File: src/hw/rtl/sgpe_pkg.sv
package sgpe_pkg;

    // configuration register indexes
    localparam logic [1:0] REG_BACKGROUND = 2'd0;
    localparam logic [1:0] REG_FOREGROUND = 2'd1;
    localparam logic [1:0] REG_SCALE      = 2'd2;

    // input item opcodes
    localparam logic FUNC_LOAD = 1'b0;
    localparam logic FUNC_DRAW = 1'b1;

    // command queue between front and back
    localparam int QDEPTH = 2;
    localparam int QPTR_W = $clog2(QDEPTH);

    // one classified item as it sits in the command queue
    typedef struct packed {
        logic        draw;
        logic        hit;     // code maps to a glyph slot within the store range
        logic [7:0]  glyph;
        logic [2:0]  row;
        logic [7:0]  data;
        logic [15:0] ox;
        logic [15:0] oy;
    } cmd_t;

    typedef struct packed {
        logic [15:0] background;
        logic [15:0] foreground;
        logic [4:0]  scale;
    } cfg_t;

    typedef struct packed {
        logic busy;
        logic ram_we;
    } back_stat_t;

endpackage

File: src/hw/rtl/sgpe_front.sv
module sgpe_front #(
    parameter int GLYPH_COUNT = 96,
    parameter int FIRST_CODE  = 32
) (
    input  logic          clk,
    input  logic          rst_n,
    input  logic          push,
    output logic          full,
    input  logic          func,
    input  logic [7:0]    char_code,
    input  logic [2:0]    glyph_row,
    input  logic [7:0]    glyph_byte,
    input  logic [15:0]   origin_x,
    input  logic [15:0]   origin_y,
    output logic          cmd_valid,
    output sgpe_pkg::cmd_t cmd,
    input  logic          cmd_pop
);

    import sgpe_pkg::*;

    localparam logic [7:0] FirstCode  = 8'(FIRST_CODE);
    localparam logic [8:0] GlyphLimit = 9'(GLYPH_COUNT);

    cmd_t                q_reg [QDEPTH];
    logic [QPTR_W-1:0]   wr_ptr_reg;
    logic [QPTR_W-1:0]   rd_ptr_reg;
    logic [QPTR_W:0]     count_reg;
    logic [QPTR_W:0]     count_next;
    logic                enq;
    logic                deq;
    logic [7:0]          glyph;
    cmd_t                cmd_in;

    // glyph slot wraps modulo 256 before the range check
    assign glyph = char_code - FirstCode;

    always_comb
    begin
        cmd_in.draw  = (func == FUNC_DRAW);
        cmd_in.hit   = ({1'b0, glyph} < GlyphLimit);
        cmd_in.glyph = glyph;
        cmd_in.row   = glyph_row;
        cmd_in.data  = glyph_byte;
        cmd_in.ox    = origin_x;
        cmd_in.oy    = origin_y;
    end

    assign full      = (count_reg == (QPTR_W+1)'(QDEPTH));
    assign cmd_valid = (count_reg != '0);
    assign cmd       = q_reg[rd_ptr_reg];
    assign enq       = push && !full;
    assign deq       = cmd_pop && cmd_valid;

    always_comb
    begin
        count_next = count_reg;
        if (enq && !deq)
        begin
            count_next = count_reg + 1'b1;
        end
        else if (deq && !enq)
        begin
            count_next = count_reg - 1'b1;
        end
    end

    always_ff @(posedge clk or negedge rst_n)
    begin
        if (!rst_n)
        begin
            wr_ptr_reg <= '0;
            rd_ptr_reg <= '0;
            count_reg  <= '0;
        end
        else
        begin
            count_reg <= count_next;
            if (enq)
            begin
                wr_ptr_reg <= wr_ptr_reg + 1'b1;
            end
            if (deq)
            begin
                rd_ptr_reg <= rd_ptr_reg + 1'b1;
            end
        end
    end

    always_ff @(posedge clk)
    begin
        if (enq)
        begin
            q_reg[wr_ptr_reg] <= cmd_in;
        end
    end

endmodule

File: config.mk
export PLATFORM = sky130hd
export DESIGN_NAME = sgpe_front
export DESIGN_NICKNAME = d
export VERILOG_FILES = /design/src/hw/rtl/sgpe_pkg.sv /design/src/hw/rtl/sgpe_front.sv
export SDC_FILE = /design/constraint.sdc
export NUM_CORES = 1
export LEC_CHECK = 0
export CORE_UTILIZATION = 46
export CTS_CLUSTER_SIZE = 28
export DETAILED_ROUTE_END_ITERATION = 10
export DONT_BUFFER_PORTS = 1
export SYNTH_ARGS = -nofsm -noshare
export SYNTH_HDL_FRONTEND = slang
export SYNTH_SLANG_ARGS = --single-unit
File: constraint.sdc
create_clock -name clk -period 4.6 [get_ports clk]
set_clock_uncertainty 0.2 [all_clocks]
set_input_delay 0 -clock clk [delete_from_list [all_inputs] [get_ports clk]]
set_output_delay 0 -clock clk [all_outputs]
set_load 0.02 [all_outputs]
# ---- Yosys cells after proc, flatten, opt, wreduce, memory -nomap -nowiden
# Memories as Yosys holds them, arrays and structs flattened.
# Index checks and enable logic that the tools add are counted.
dict set report totals {
  regBits 4
  ram_bits 106
  input_bits 56
  output_inout_bits 55
  elab_cells 24
  n_memories 1
}
dict set report op_classes {
  add_sub_neg 5
  magnitude_cmp 1
  n_eq_ne 1
  n_mux 4
  reduce_logical 9
}
# name depth word_bits rd rd_ports_with_merged_regs write_ports line
set memory_table {}
lappend memory_table {q_reg 2 53 1 0 1 sgpe_front.sv:25} ;# cmd_t q_reg [QDEPTH];
# operator count
set op_table {}
lappend op_table {{$lt 8x7->1 const B} 1}
lappend op_table {{$sub 8x6->8 const B} 1}
lappend op_table {{$logic_and 1x1->1} 4}
lappend op_table {{$mux 2} 2}
lappend op_table {{$reduce_bool 2->1} 2}
lappend op_table {{$logic_not 1->1} 3}
lappend op_table {{$add 1x1->1 const B} 2}
lappend op_table {{$add 2x1->2 const B} 1}
lappend op_table {{$eq 2x2->1 const B} 1}
lappend op_table {{$mux 1} 2}
lappend op_table {{$sub 2x1->2 const B} 1}

# ---- Depth between registers and ports, before layout
dict set report logic_depth {
  ltp_word 7
  ltp_mapped 7
  mapped_depth_nobuf 7
}

# ---- Worst setup path after synthesis
# No wires, ideal clock.
dict set report synth_path {
  path_kind {register to register}
  start {reg count_reg[0]}
  end {mem q_reg[0][0] in the netlist's numbering, enable pin}
  setup_time_ns 0.464
  arrival_time_ns 2.845
  required_time_ns 3.936
  path_slack_ns 1.091
  path_stages_with_launch 4
  path_buffers 0
  period_less_slack_ns 3.509
  path_cell_list {dfrtp_1 > nand2b_1 > nand2_1 > nor2_1}
}
dict set report synth_via {
  elab_chain_len 5
}
# item line
set synth_rtl {}
lappend synth_rtl {{start, declared} sgpe_front.sv:28} ;# logic [QPTR_W:0] count_reg;
lappend synth_rtl {{start signal, assigned} sgpe_front.sv:78} ;# count_reg <= count_next;
lappend synth_rtl {{$eq 2x2->1} sgpe_front.sv:49} ;# assign full = (count_reg == (QPTR_W+1)'(QDEPTH));
lappend synth_rtl {{$logic_not 1->1} sgpe_front.sv:52} ;# assign enq = push && !full;
lappend synth_rtl {{$logic_and 1x1->1} sgpe_front.sv:52}
lappend synth_rtl {{$mux 1} sgpe_front.sv:92} ;# if (enq)
lappend synth_rtl {{$mux 1 (implied by the code)} sgpe_front.sv:94} ;# q_reg[wr_ptr_reg] <= cmd_in;
lappend synth_rtl {{end, declared} sgpe_front.sv:25}
# Every way passes these cells.

# ---- Worst setup path after layout
dict set report layout_path {
  start {reg count_reg[0]}
  end {mem q_reg[0][5] in the netlist's numbering, enable pin}
}
# The elaborated chain is that of the path after synthesis.

==> flow_summary.toml <==
[critical_path]
crit_slowest_cell = "nor2_4"
critPathMaxFanout = 28
timing.rr.start = "count_reg[0]"
cp-end-kind = "flop"
required_ns = 4.42
criticalPathCategory = "flop to flop"
crit_start = "count_reg[0]"
cp_slowest_stage_delay_ns = 0.62
rrSetupSlack_ns = 2.27
start_kind = "flop"
worstPathArrival_ns = 2.15
critPathTopFamily = "simple AND/OR/NAND/NOR gates"
cp_num_buf_inv = 1
crit_chain = "nand2b_1 > nand2_1 > nor2_4 > buf_4"

[layout]
final_cell_mix = "edfxtp_1 (106), dlygate4sd3_1 (57), mux2_4 (49), clkbuf_8 (9), inv_1 (5)"
diodes = 0
syn_to_final_growth_pct = 18.61
stdcell_area_um2 = 5112
n_fill_cell = 640
final_common_cell = "edfxtp_1"
largest_reg_flops = 106
num-nets-final = 312
drive_gt1_share_pct = 28.19

[grt]
grt_pass1_vias = 2043
grt-ovfl-total = 0
grt_max_degree = 55
gr-usage-all-layers_pct = 14.34
antenna_found_initial = 0
grt_first_pass_wirelength_mm = 10.36

[status]
status = "completed"

[detailed_routing]
route.detailed.drc = 0
drt_iter0_markers = 63
vias = 1846
drtPass1Iterations = 4
routed_via_density = 5.030
wl_per_cell_um = 18.21
drt_wl_total_mm = 6.684
ant_nets = 0

[min_path]
hold_start = "push"
hold_path.class = "input pin to flop"

[cts]
clk_pin_slew_ns = 0.10
cts_htree_levels = 3
clock-root-buffer = "clkbuf_8"
cts_tree = "built"
clock_path_buffers = 2
cts_sinks = 110
postCtsSetupRepairBufs = 0
clk_latency_ns = 0.34
numCtsBuffers = 9

[floorplanning]
die_h_um = 98.80
start_util_pct = 48.48
num_rows = 34
die_w_um = 98.80
core_area_um2 = 8891
ios = 111
fp.dieArea_um2 = 9761

[power_and_ir_drop]
leakagePower_nw = 1.878
power.density_nw_per_um2 = 599.6
ir_drop_uv = 456.7

[synth]
synthesis.nets = 248
syn_area_um2 = 4310
yosysTopAreaCellShare_pct = 73.85
synth_area_leaders = "edfxtp_1 (74%), mux2_4 (17%), buf_12 (2.3%), dfrtp_1 (2.3%), mux2_2 (1.0%)"
synthCells = 190
synth_cell_types = 16
yosys_warnings = 0
ys_ff_latch = 110
postSynthAreaPerCell_um2 = 22.69
yosys.area.top_type = "edfxtp_1"
seq_area_frac_synth_pct = 76.17

[sta]
grt_setup_unrepaired = "false"
setup-violations-final = 0
hold_viol = 0
worst_pin_slew_ns = 0.9814
period_needed_ns = 2.335
finalMaxSlewViolations = 0
slew_headroom_pct = 34.57
final.setup.tns_ns = 0
whs_ns = 0.09473
fin_crit_sh_pct = 50.76
setup_slack_ns = 2.265
max_freq_mhz = 428.3

[place]
pre_cts_ws_ns = 2.228
hpwl_mm = 4.305
place_area_um2 = 4362
place.gp.congestion = 0.6915
io_buffers = 0

[run]
cap_viol_max_count = 0
==> area by class of cell <==
cell class / instances / area, um^2 / share of cell area (%)
Timing Repair Buffer: 59 / 585.6 / 11.45
Clock buffer: 9 / 123.9 / 2.423
Inverter: 5 / 18.77 / 0.3671
Tap cell: 108 / 135.1 / 2.643
Multi-Input combinational cell: 69 / 905.9 / 17.72
Clock inverter: 7 / 56.30 / 1.101
Sequential cell: 110 / 3287 / 64.29
==> per-stage QoR <==
stage | std cells | util, % | total power (W)
6_report | 367 | 57.50 | 0.003065
5_1_grt | 367 | 57.50 | 0.003203
4_1_cts | 367 | 57.50 | 0.003099
3_5_place_dp | 294 | 49.06 | 0.002544
3_3_place_gp | 294 | 49.06 | 0.002511
2_1_floorplan | 190 | - | 0.002487
==> repair_timing <==
action,in CTS,in global routing
hold buffers,57,0
endpoints found under the hold margin,141,0
resized for setup,0,0
==> cells in the mapped netlist <==
cell and count:
a21oi_1 1, and3_1 1, buf_12 5, buf_6 1
dfrtp_1 4, edfxtp_1 106, ha_1 2, inv_1 5
mux2_2 4, mux2_4 49, nand2_1 2, nand2b_1 1
nor2_1 2, or2_1 1, xnor2_1 3, xor2_1 3
==> where the power goes <==
group | switching [W] | total [W] | internal [W] | leakage [nW]
Sequential | 0.000189 | 0.00156 | 0.00137 | 1.03
Clock | 0.000310 | 0.000514 | 0.000204 | 0.0922
Combinational | 0.000546 | 0.000990 | 0.000444 | 0.755
==> worst paths after layout <==
path                           endpoint  cells after the start
hold reg to reg            count_reg[1]                      1
min in group asynchronous  count_reg[0]                      2
setup reg to reg            q_reg[0][5]                      4
max in group asynchronous    rd_ptr_reg                      2
setup / recovery            q_reg[0][5]                      4
hold / removal             q_reg[1][40]                      1
==> layer usage <==
layer	up-vias	track usage [%]	part of all wire, %
met3	10	4.397	6.5
met5	-	0	0
li1	860	-	-
met2	67	25.28	54
met4	0	7.577	2.6
met1	909	15.50	37
==> cells by family (layout without fill, tap and decap cells) <==
group | after synthesis | count (layout) | synth area share, %
AO/OA/AOI/OAI | 1 | 1 | 0.1160
XOR/XNOR | 6 | 6 | 1.219
adder cells (fa/ha/maj) | 2 | 2 | 0.5805
buffers and inverters | 11 | 80 | 3.019
flip-flops | 110 | 110 | 76.17
multiplexers | 53 | 53 | 18.11
AND/OR/NAND/NOR | 7 | 7 | 0.7842
Power figures use the tool's default switching activity.
