==> src/hw/rtl/sgpe_pkg.sv <==
package sgpe_pkg;

    // configuration register indexes
    localparam logic [1:0] REG_BACKGROUND = 2'd0;
    localparam logic [1:0] REG_FOREGROUND = 2'd1;
    localparam logic [1:0] REG_SCALE      = 2'd2;

    // input item opcodes
    localparam logic FUNC_LOAD = 1'b0;
    localparam logic FUNC_DRAW = 1'b1;

    // command queue between front and back
    localparam int QDEPTH = 2;
    localparam int QPTR_W = $clog2(QDEPTH);

    // one classified item as it sits in the command queue
    typedef struct packed {
        logic        draw;
        logic        hit;     // code maps to a glyph slot within the store range
        logic [7:0]  glyph;
        logic [2:0]  row;
        logic [7:0]  data;
        logic [15:0] ox;
        logic [15:0] oy;
    } cmd_t;

    typedef struct packed {
        logic [15:0] background;
        logic [15:0] foreground;
        logic [4:0]  scale;
    } cfg_t;

    typedef struct packed {
        logic busy;
        logic ram_we;
    } back_stat_t;

endpackage

==> src/hw/rtl/sgpe_back.sv <==
module sgpe_back #(
    parameter int ADDR_W = 10
) (
    input  logic                   clk,
    input  logic                   rst_n,
    input  logic                   cmd_valid,
    input  sgpe_pkg::cmd_t         cmd,
    output logic                   cmd_pop,
    input  sgpe_pkg::cfg_t         cfg,
    output logic                   ram_we,
    output logic [ADDR_W-1:0]      ram_waddr,
    output logic [7:0]             ram_wdata,
    output logic                   ram_re,
    output logic [ADDR_W-1:0]      ram_raddr,
    input  logic [7:0]             ram_rdata,
    output sgpe_pkg::back_stat_t   stat,
    output logic                   empty,
    input  logic                   pop,
    output logic [15:0]            fill_x,
    output logic [15:0]            fill_y,
    output logic [4:0]             fill_size,
    output logic [15:0]            fill_color,
    output logic                   last_dot
);

    import sgpe_pkg::*;

    localparam logic [1:0] S_IDLE = 2'd0;
    localparam logic [1:0] S_LOAD = 2'd1;
    localparam logic [1:0] S_RUN  = 2'd2;

    logic [1:0]  state_reg;
    logic [1:0]  state_next;
    logic [7:0]  glyph_reg;
    logic        hit_reg;
    logic [15:0] oy_reg;
    logic [15:0] x_reg;
    logic [15:0] y_reg;
    logic [5:0]  n_reg;
    logic [7:0]  bits_reg;

    logic        out_valid_reg;
    logic [15:0] out_x_reg;
    logic [15:0] out_y_reg;
    logic [4:0]  out_size_reg;
    logic [15:0] out_color_reg;
    logic        out_last_reg;

    logic        advance;
    logic        emit;
    logic [2:0]  col;
    logic [2:0]  dot;
    logic [15:0] step;
    logic [7:0]  fetched;
    logic [10:0] waddr_full;
    logic [10:0] raddr_full;
    logic [2:0]  rd_byte;

    assign col     = n_reg[5:3];
    assign dot     = n_reg[2:0];
    assign step    = {11'd0, cfg.scale};
    assign advance = !out_valid_reg || pop;
    assign emit    = (state_reg == S_RUN) && advance;
    assign fetched = hit_reg ? ram_rdata : 8'd0;

    assign cmd_pop    = (state_reg == S_IDLE) && cmd_valid;
    assign ram_we     = cmd_pop && !cmd.draw && cmd.hit;
    assign waddr_full = {cmd.glyph, cmd.row};
    assign ram_waddr  = waddr_full[ADDR_W-1:0];
    assign ram_wdata  = cmd.data;

    // byte 7 at start, byte 6 while loading, then two columns ahead
    always_comb
    begin
        ram_re     = 1'b0;
        rd_byte    = 3'd7;
        raddr_full = {cmd.glyph, 3'd7};
        case (state_reg)
            S_IDLE:
            begin
                ram_re = cmd_pop && cmd.draw;
            end
            S_LOAD:
            begin
                ram_re     = 1'b1;
                rd_byte    = 3'd6;
                raddr_full = {glyph_reg, rd_byte};
            end
            S_RUN:
            begin
                ram_re     = emit && (dot == 3'd7) && (col <= 3'd5);
                rd_byte    = 3'd5 - col;
                raddr_full = {glyph_reg, rd_byte};
            end
            default:
            begin
                ram_re = 1'b0;
            end
        endcase
    end
    assign ram_raddr = raddr_full[ADDR_W-1:0];

    always_comb
    begin
        state_next = state_reg;
        case (state_reg)
            S_IDLE:
            begin
                if (cmd_pop && cmd.draw)
                begin
                    state_next = S_LOAD;
                end
            end
            S_LOAD:
            begin
                state_next = S_RUN;
            end
            S_RUN:
            begin
                if (emit && (n_reg == 6'd63))
                begin
                    state_next = S_IDLE;
                end
            end
            default:
            begin
                state_next = S_IDLE;
            end
        endcase
    end

    always_ff @(posedge clk or negedge rst_n)
    begin
        if (!rst_n)
        begin
            state_reg     <= S_IDLE;
            out_valid_reg <= 1'b0;
        end
        else
        begin
            state_reg <= state_next;
            if (emit)
            begin
                out_valid_reg <= 1'b1;
            end
            else if (pop)
            begin
                out_valid_reg <= 1'b0;
            end
        end
    end

    always_ff @(posedge clk)
    begin
        if (cmd_pop && cmd.draw)
        begin
            glyph_reg <= cmd.glyph;
            hit_reg   <= cmd.hit;
            oy_reg    <= cmd.oy;
            x_reg     <= cmd.ox;
            y_reg     <= cmd.oy;
            n_reg     <= 6'd0;
        end
        if (state_reg == S_LOAD)
        begin
            bits_reg <= fetched;
        end
        if (emit)
        begin
            out_x_reg     <= x_reg;
            out_y_reg     <= y_reg;
            out_size_reg  <= cfg.scale;
            out_color_reg <= bits_reg[7] ? cfg.foreground : cfg.background;
            out_last_reg  <= (n_reg == 6'd63);
            n_reg         <= n_reg + 1'b1;
            if (dot == 3'd7)
            begin
                x_reg    <= x_reg + step;
                y_reg    <= oy_reg;
                bits_reg <= fetched;
            end
            else
            begin
                y_reg    <= y_reg - step;
                bits_reg <= {bits_reg[6:0], 1'b0};
            end
        end
    end

    assign empty      = !out_valid_reg;
    assign fill_x     = out_x_reg;
    assign fill_y     = out_y_reg;
    assign fill_size  = out_size_reg;
    assign fill_color = out_color_reg;
    assign last_dot   = out_last_reg;

    assign stat.busy   = (state_reg != S_IDLE);
    assign stat.ram_we = ram_we;

endmodule

==> config.mk <==
export PLATFORM = sky130hd
export DESIGN_NAME = sgpe_back
export DESIGN_NICKNAME = d
export VERILOG_FILES = /design/src/hw/rtl/sgpe_pkg.sv /design/src/hw/rtl/sgpe_back.sv
export SDC_FILE = /design/constraint.sdc
export NUM_CORES = 1
export LEC_CHECK = 0
export ABC_AREA = 0
export BUFFER_PORTS_ARGS = -buffer_cell sky130_fd_sc_hd__buf_2
export CAP_MARGIN = 10
export CORE_MARGIN = 4
export CORE_UTILIZATION = 51
export DETAILED_ROUTE_END_ITERATION = 10
export GPL_TIMING_DRIVEN = 0
export PLACE_DENSITY = 0.8
export SYNTH_ARGS = -nofsm -noshare
export SYNTH_HDL_FRONTEND = slang
export SYNTH_SLANG_ARGS = --single-unit
==> constraint.sdc <==
create_clock -name clk -period 3.4 [get_ports clk]
set_clock_uncertainty 0.05 [all_clocks]
set_input_delay 0 -clock clk [delete_from_list [all_inputs] [get_ports clk]]
set_output_delay 0 -clock clk [all_outputs]
set_load 0.005 [all_outputs]
# Yosys cells after proc, flatten, opt, wreduce, memory -nomap -nowiden
# Cells that the tools add are included.
# Widths: inputs -> output; s select.
classes:
  addsub: 4
  order_cmp: 1
  eq_ne: 6
  muxes: 20
  n_reduce_logical: 17
op_table:
  columns: ["cell", "count"]
  rows:
  - ["$mux 16", 7]
  - ["$mux 8", 4]
  - ["$pmux 10 s2", 1]
  - ["$add 16x5->16", 1]
  - ["$sub 16x5->16", 1]
  - ["$mux 6", 2]
  - ["$logic_and 1x1->1", 8]
  - ["$reduce_bool 2->1", 4]
  - ["$add 6x1->6 const B", 1]
  - ["$eq 6x6->1 const B", 1]
  - ["$pmux 2 s3", 1]
  - ["$mux 2", 2]
  - ["$ne 2x1->1 const B", 2]
  - ["$eq 3x3->1 const B", 1]
  - ["$le 3x3->1 const B", 1]
  - ["$pmux 1 s3", 1]
  - ["$sub 3x3->3 const A", 1]
  - ["$eq 2x1->1 const B", 1]
  - ["$eq 2x2->1 const B", 1]
  - ["$logic_not 1->1", 2]
  - ["$logic_not 2->1", 1]
  - ["$mux 1", 2]
  - ["$reduce_and 2->1", 1]
  - ["$logic_or 1x1->1", 1]
totals:
  regBits: 127
  in_bits: 102
  output_inout_bits: 88
  elab_cells: 62

# Logic depth before layout (Yosys ltp)
# Gate-level depths: netlist of run 1.
depth:
  ltp_word: 6
  ltp_mapped: 9
  mapped_depth_nobuf: 8

# Worst setup path before layout of run 1
# No wires, ideal clock.
synth_path:
  path_type: "register to register"
  start: "register state_reg[0]"
  end: "register y_reg[12], data pin"
  setup_ps: 152
  t_arrival_ps: 2889
  required_ps: 3198
  setup_slack_ps: 309
  stages_incl_launch_ff: 9
  n_path_buf: 1
  path_cell_list: "dfrtp_1 inv_1 ha_1 nand2_1 inv_1 clkbuf_1 and3_1 a21oi_1 o21ai_0"
synth_via:
  elab_chain_cells: 3
synth_rtl:
  columns: ["element", "line", "source"]
  rows:
  - ["from (decl)", "sgpe_back.sv:32", "logic [1:0] state_reg;"]
  - ["from (signal assigned)", "sgpe_back.sv:141", "state_reg <= state_next;"]
  - ["$eq 2x2->1", "sgpe_back.sv:63", "assign emit = (state_reg == S_RUN) && advance;"]
  - ["$logic_and 1x1->1", "sgpe_back.sv:63", null]
  - ["named net emit", "sgpe_back.sv:50", "logic emit;"]
  - ["$mux 16", "sgpe_back.sv:168", "if (emit)"]
  - ["to (signal assigned)", "sgpe_back.sv:161", "y_reg <= cmd.oy;"]
  - ["to (signal assigned)", "sgpe_back.sv:179", "y_reg <= oy_reg;"]
  - ["to (signal assigned)", "sgpe_back.sv:184", "y_reg <= y_reg - step;"]
  - ["to (decl)", "sgpe_back.sv:38", "logic [15:0] y_reg;"]
# The timed path passes the listed nets, and every way through them passes these cells.
# A chain may end at the register's enable or synchronous reset.

# Worst setup path in the final report of run 1
layout_path:
  start: "register state_reg[0]"
  end: "register y_reg[7], enable pin"
layout_via:
  elab_chain_cells: 4
  elab_cells_between_ends: 6
  cone_classes: "eq/ne (1); reduce/logical (5)"
layout_rtl:
  columns: ["element", "line", "source"]
  rows:
  - ["$logic_not 2->1", "sgpe_back.sv:66", "assign cmd_pop = (state_reg == S_IDLE) && cmd_valid;"]
  - ["$logic_and 1x1->1", "sgpe_back.sv:66", null]
  - ["$logic_and 1x1->1", "sgpe_back.sv:155", "if (cmd_pop && cmd.draw)"]
  - ["$reduce_bool 2->1 (no line) (*)", null, null]
# Every way passes the cells marked *; elsewhere a longest branch is shown, timed or not.

==> reports/qor.yml, run 1 <==
slew-limit-headroom: 0.3189
slowest_stage: "nand2_1"
cts_tree: "built"
status: "finished, final reports clean"
clk_pin_slew_ps: 50
yosysUniqueCellTypes: 47
slew_violations: 0
wl_met2_um: 7918
avgSynthCellArea_um2: 12.01
worstHoldPathCells: 2
antenna_found_initial: 0
start_kind: "register"
htreeDepth: 4
detail_route.wl_per_cell_um: 17.14
grt_pass1_wl_um: 24520
syn_to_final_growth_pct: 43.17
num_rows: 38
fin_crit_sh: 0.8663
setup_viol: 0
synth_top_family_by_area: "simple AND/OR/NAND/NOR gates"
max_freq_mhz: 339.5
path_cells: "inv_1, ha_1, nand2_1, clkbuf_1, clkbuf_1, nand2_1"
n_antenna_cell: 0
synth_seq_area_share: 0.6222
p_total_w: 0.006433
final_core_util: 0.7591
initial_utilization: 0.5302
cap_violations: 0
period_needed_ps: 2945
synthCells: 487
preCtsSetupSlack_ps: 492.2
synth-simple-area-share: 0.1245
clock_path_buffers: 2
die_x_um: 115.1
viasPerCell: 5.363
cts-root-buf: "clkbuf_16"
worstSetupEndpoint: "y_reg[7]"
drtPass1Iterations: 5
max-vdd-ir-drop_v: 0.0005527
vias: 4955
gp_congestion: 0.8537
dieHeight_um: 115.1
rr_startpoint: "state_reg[0]"
netlist_area_mm2: 0.005848
rsz0062_at_grt: "no"
clock_latency_ps: 410
dp.final_hpwl_um: 9838
grtUsageTotal: 0.2379
synth_compound_area_frac: 0.09606
worstPathMaxFanout: 22
required_ps: 3260
highest_layer: "met4"
ff2ff_setup_slack_ps: 450
drcViolationCount: 0
min_path_type: "input pin to output pin"
portBuffers: 177
max_stage_delay_ps: 730
worst_slew_pin_slew_ps: 1019
ioPinCount: 190
async_reset_ff_frac: 0.02362
r2r_cells: 6
drive_gt1_frac: 0.3112
cp.arrival_ps: 2810
core_mm2: 0.01103
synth-main-ff-cell: "edfxtp_1"
yosysWarnings: 0
cts_buffers: 17
die-area_mm2: 0.01324
path_class: "register to register"
drt_iter0_markers: 360
nNetsFinal: 893
synth_edf_count: 108
hold_viol: 0
power_density_mw_per_mm2: 768.3
placed_cell_area_mm2: 0.006913
wl_met3_um: 1500
crit_start: "state_reg[0]"
final_area_mm2: 0.008373
r2r-end: "y_reg[7]"
grt_max_degree: 64
synthMuxAreaShare: 0.03594
routed_wl_um: 15840
grt_pass1_vias: 5153
synth-seq-cells: 127
drtAntennaViolNets: 0
cts.sinks: 127
syn_nets: 609
wl_met1_um: 6114
yosys.area_share.adder: 0.04536
p_leak_nw: 3.578
cp-end-kind: "register"
cts_resized: 0
fin_ws_ps: 454.5
synth_xor_area_frac: 0.02396
globalRouteOverflowTotal: 0
critical path: cells and delay by family, from the launching register on:
| family | cells | cell delay, ps |
|---|---|---|
| and+or+nand+nor | 2 | 850 |
| buffers and inverters | 3 | 920 |
| DFF | 1 | 410 |
| adders and majority gates | 1 | 210 |
where the power goes:
| group | internal, W | leakage (nW) | switching (W) |
|---|---|---|---|
| logic | 0.000882 | 2.12 | 0.00108 |
| registers | 0.00237 | 1.18 | 0.000313 |
| clock network | 0.00114 | 0.281 | 0.000646 |
kinds of logic after synthesis:
logic type,after synthesis
buffers and inverters,62
adder cells (fa/ha/maj),20
flip-flops,127
XOR/XNOR,16
multiplexers,19
AO/OA/AOI/OAI,89
AND/OR/NAND/NOR,154
placed cells by master (no fill, tap or decap), types with 17 or more instances in the layout:
| cell type | netlist | routed |
|---|---|---|
| dlygate4sd3_1 | 0 | 88 |
| nand2_1 | 54 | 54 |
| nand3_1 | 18 | 18 |
| edfxtp_1 | 108 | 108 |
| nor2_1 | 35 | 35 |
| clkbuf_16 | 0 | 17 |
| ha_1 | 18 | 18 |
| clkbuf_1 | 18 | 19 |
| inv_1 | 24 | 24 |
| buf_4 | 19 | 19 |
| buf_2 | 0 | 177 |
| a21oi_1 | 27 | 27 |
layer usage:
layer | vias up | track usage
li1 | 2335 | -
met1 | 2324 | 0.2813
met2 | 271 | 0.4217
met4 | 0 | 0.08764
met5 | - | 0
met3 | 25 | 0.05632
cells in the mapped netlist (2+ instances only):
| master | n | share of area |
|---|---|---|
| mux2_2 | 16 | 0.031 |
| nor2b_1 | 4 | 0.0043 |
| fa_1 | 2 | 0.0068 |
| a311oi_1 | 5 | 0.0075 |
| clkbuf_1 | 18 | 0.012 |
| mux2i_1 | 3 | 0.0051 |
| nand3_1 | 18 | 0.015 |
| o2bb2ai_1 | 2 | 0.0030 |
| ha_1 | 18 | 0.039 |
| nand2b_1 | 6 | 0.0064 |
| buf_4 | 19 | 0.024 |
| inv_1 | 24 | 0.015 |
| o21ai_0 | 14 | 0.012 |
| nor3_1 | 7 | 0.0060 |
| o22ai_1 | 14 | 0.015 |
| nor4_1 | 2 | 0.0021 |
| nor2_1 | 35 | 0.022 |
| dfxtp_1 | 16 | 0.055 |
| nand4_1 | 5 | 0.0053 |
| nor3b_1 | 2 | 0.0026 |
| a31oi_1 | 4 | 0.0043 |
| a21oi_1 | 27 | 0.023 |
| nand3b_1 | 2 | 0.0026 |
| dfrtp_1 | 3 | 0.013 |
| xor2_1 | 7 | 0.010 |
| nand2_1 | 54 | 0.035 |
| a21o_1 | 4 | 0.0051 |
| xnor2_1 | 9 | 0.013 |
| o21a_1 | 2 | 0.0026 |
| and3_1 | 12 | 0.013 |
| edfxtp_1 | 108 | 0.55 |
| a211oi_1 | 10 | 0.013 |
worst min-delay path by stage:
stage               slack [ps]     from            end
floorplan                 -350    rst_n  out_valid_reg
global placement          -250    rst_n  out_valid_reg
detailed placement        -250    rst_n  out_valid_reg
CTS                        120  cmd[41]   ram_waddr[1]
global route               120  cmd[37]   ram_wdata[5]
finish                     120  cmd[40]   ram_waddr[0]
timing repair:
item,CTS,global route
hold buffers,88,0
endpoints found under the hold margin,89,0
buffers inserted,0,0
final cells by class:
class / instances / area (um^2)
Buffer: 37 / 214.0
Clock buffer: 19 / 432.9
Clock inverter: 13 / 146.4
Fill cell: 693 / 2658
Inverter: 25 / 93.84
Multi-Input combinational cell: 298 / 1906
Sequential cell: 127 / 3638
Tap cell: 140 / 175.2
Timing Repair Buffer: 265 / 1767
stage by stage:
| step | setup TNS (ps) | hold WS (ps) | instances |
|---|---|---|---|
| 3_5_place_dp | 0 | -251.2 | 804 |
| 3_3_place_gp | -21810 | -252.8 | 804 |
| 5_1_grt | 0 | 121.7 | 924 |
| 6_report | 0 | 117.4 | 924 |
| 2_1_floorplan | 0 | -345.6 | 487 |
| 4_1_cts | 0 | 119.2 | 924 |
Note: power is estimated with default switching activity, not from simulation.
==> run 2, diff against run 1 <==
--- a/config.mk
+++ b/config.mk
@@ -6,6 +6,7 @@
 export NUM_CORES = 1
 export LEC_CHECK = 0
 export ABC_AREA = 0
+export ABC_CLOCK_PERIOD_IN_PS = 3400
 export BUFFER_PORTS_ARGS = -buffer_cell sky130_fd_sc_hd__buf_2
 export CAP_MARGIN = 10
 export CORE_MARGIN = 4
@@ -13,6 +14,7 @@
 export DETAILED_ROUTE_END_ITERATION = 10
 export GPL_TIMING_DRIVEN = 0
 export PLACE_DENSITY = 0.8
+export REMOVE_ABC_BUFFERS = 1
 export SYNTH_ARGS = -nofsm -noshare
 export SYNTH_HDL_FRONTEND = slang
 export SYNTH_SLANG_ARGS = --single-unit
==> reports/qor.yml, run 2 (synthesis results as in run 1) <==
status: "finished, final reports clean"
dp.final_hpwl_um: 9414
fin_ws_ps: 256.8
grtUsageTotal: 0.2300
slew-limit-headroom: 0.2796
antenna_found_initial: 0
grt_max_degree: 36
cts_tree: "built"
max_freq_mhz: 318.1
viasPerCell: 5.373
layout_common_cells: "buf_2, edfxtp_1, dlygate4sd3_1"
clock_path_buffers: 2
p_leak_nw: 3.484
max_stage_delay_ps: 600
highest_layer: "met4"
fin_cells: 888
detail_route.wl_per_cell_um: 17.19
ioPinCount: 190
die-area_mm2: 0.01324
path_cells: "inv_1, ha_1, nand2_4, inv_6, buf_12, nand2b_2, or4_1, nand3_1"
p_seq_frac: 0.420
cts-root-buf: "clkbuf_16"
core_mm2: 0.01103
p_switching_w: 0.002014
gp_congestion: 0.8296
drtAntennaViolNets: 0
intPower_w: 0.004436
period_needed_ps: 3143
die_x_um: 115.1
cap_violations: 0
dieHeight_um: 115.1
power_frac_clock: 0.284
fin_crit_sh: 0.9245
worst_slew_pin_slew_ps: 1078
worstPathMaxFanout: 35
slew_violations: 0
start_kind: "register"
slowest_stage: "or4_1"
initial_utilization: 0.5302
min_path_type: "input pin to register"
path_class: "register to register"
globalRouteOverflowTotal: 0
layout_commonest_cell: "buf_2"
setup_viol: 0
finalSetupTns_ps: 0
drt_iter0_markers: 382
cp-end-kind: "register"
critPathTopFamily: "simple AND/OR/NAND/NOR gates"
wl_met3_um: 1047
hold_viol: 0
rsz0062_at_grt: "no"
dp.cells: 757
syn_to_final_growth_pct: 41.87
path_buf_inv: 3
vias: 4771
preCtsSetupSlack_ps: -928.4
post_cts_buffers: 0
cts_buffers: 17
portBuffers: 166
max-vdd-ir-drop_v: 0.0005097
r2r_cells: 8
nNetsFinal: 857
htreeDepth: 4
wl_met2_um: 7881
combPwrFrac: 0.295
p_total_w: 0.006450
drcViolationCount: 0
required_ps: 3620
wl_met1_um: 6022
cts.sinks: 127
path_depth: 8
num_rows: 38
sw_frac_of_total: 0.3122
routed_wl_um: 15260
power_density_mw_per_mm2: 777.4
worstHoldPathCells: 4
drtPass1Iterations: 5
n_antenna_cell: 0
clk_pin_slew_ps: 50
cp.arrival_ps: 3360
grt_pass1_vias: 4813
grt_pass1_wl_um: 23430
clock_latency_ps: 400
drive_gt1_frac: 0.2941
-- run 2: changes by cell type in the layout (fill, tap and decap cells not counted), moves of 2 or more --
cell / before / now
buf_2: 177 / 166
buf_4: 19 / 0
bufinv_16: 3 / 1
clkbuf_1: 19 / 3
clkbuf_16: 17 / 20
clkbuf_8: 0 / 3
clkinv_1: 2 / 0
clkinv_2: 5 / 1
dlygate4sd3_1: 88 / 99
-- run 2: layout make-up --
type	count	area [um^2]
inverter	25	98.84
timing repair buffer	266	1842
multi-input combinational	298	1923
clock buffer	26	553.0
clock inverter	6	66.31
fill	725	2734
sequential	127	3638
tap	140	175.2
-- run 2: power by group through the flow --
stage / clock [W] / combinational, W / sequential [W]
floorplan: 0 / 0.00106 / 0.00267
global placement: 0 / 0.00162 / 0.00271
detailed placement: 0 / 0.00170 / 0.00274
CTS: 0.00186 / 0.00189 / 0.00271
global route: 0.00194 / 0.00212 / 0.00277
finish: 0.00183 / 0.00191 / 0.00271
-- run 2: per-layer routing --
metal / global-route usage / vias to the layer above
met5: 0 / -
met4: 0.08216 / 0
met3: 0.05368 / 28
met2: 0.3962 / 225
met1: 0.2840 / 2251
li1: - / 2267
-- run 2: worst reg2reg max path, stage by stage, from the launching register on --
cell,delay (ps)
dfrtp_1,410
inv_1,90
ha_1,410
nand2_4,340
inv_6,390
buf_12,270
nand2b_2,330
or4_1,610
nand3_1,110
-- run 2: worst paths after layout --
| kind | from | endpoint | slack, ps |
|---|---|---|---|
| worst max-delay path | state_reg[0] | y_reg[15] | 260 |
| worst min-delay path | cmd[52] | x_reg[0] | 200 |
| worst max register to register | state_reg[0] | y_reg[15] | 260 |
| worst min register to register | y_reg[0] | fill_y[0] | 400 |
| max in group asynchronous | rst_n | out_valid_reg | 2720 |
| min in group asynchronous | rst_n | state_reg[1] | 420 |
-- run 2: repair_timing --
item	4_1_cts	5_1_grt
hold endpoints to repair	100	0
resized for setup	6	1
hold buffers	99	0
setup endpoints to repair	23	6
cloned	0	0
-- run 2: metrics by stage --
step	hold slack, ps	area [um^2]	utilization
CTS	185.7	8294	0.7519
finish	202.8	8297	0.7522
global route	223.8	8297	0.7522
global placement	-253.0	6644	0.6023
floorplan	-345.6	5638	-
detailed placement	-246.6	6664	0.6041
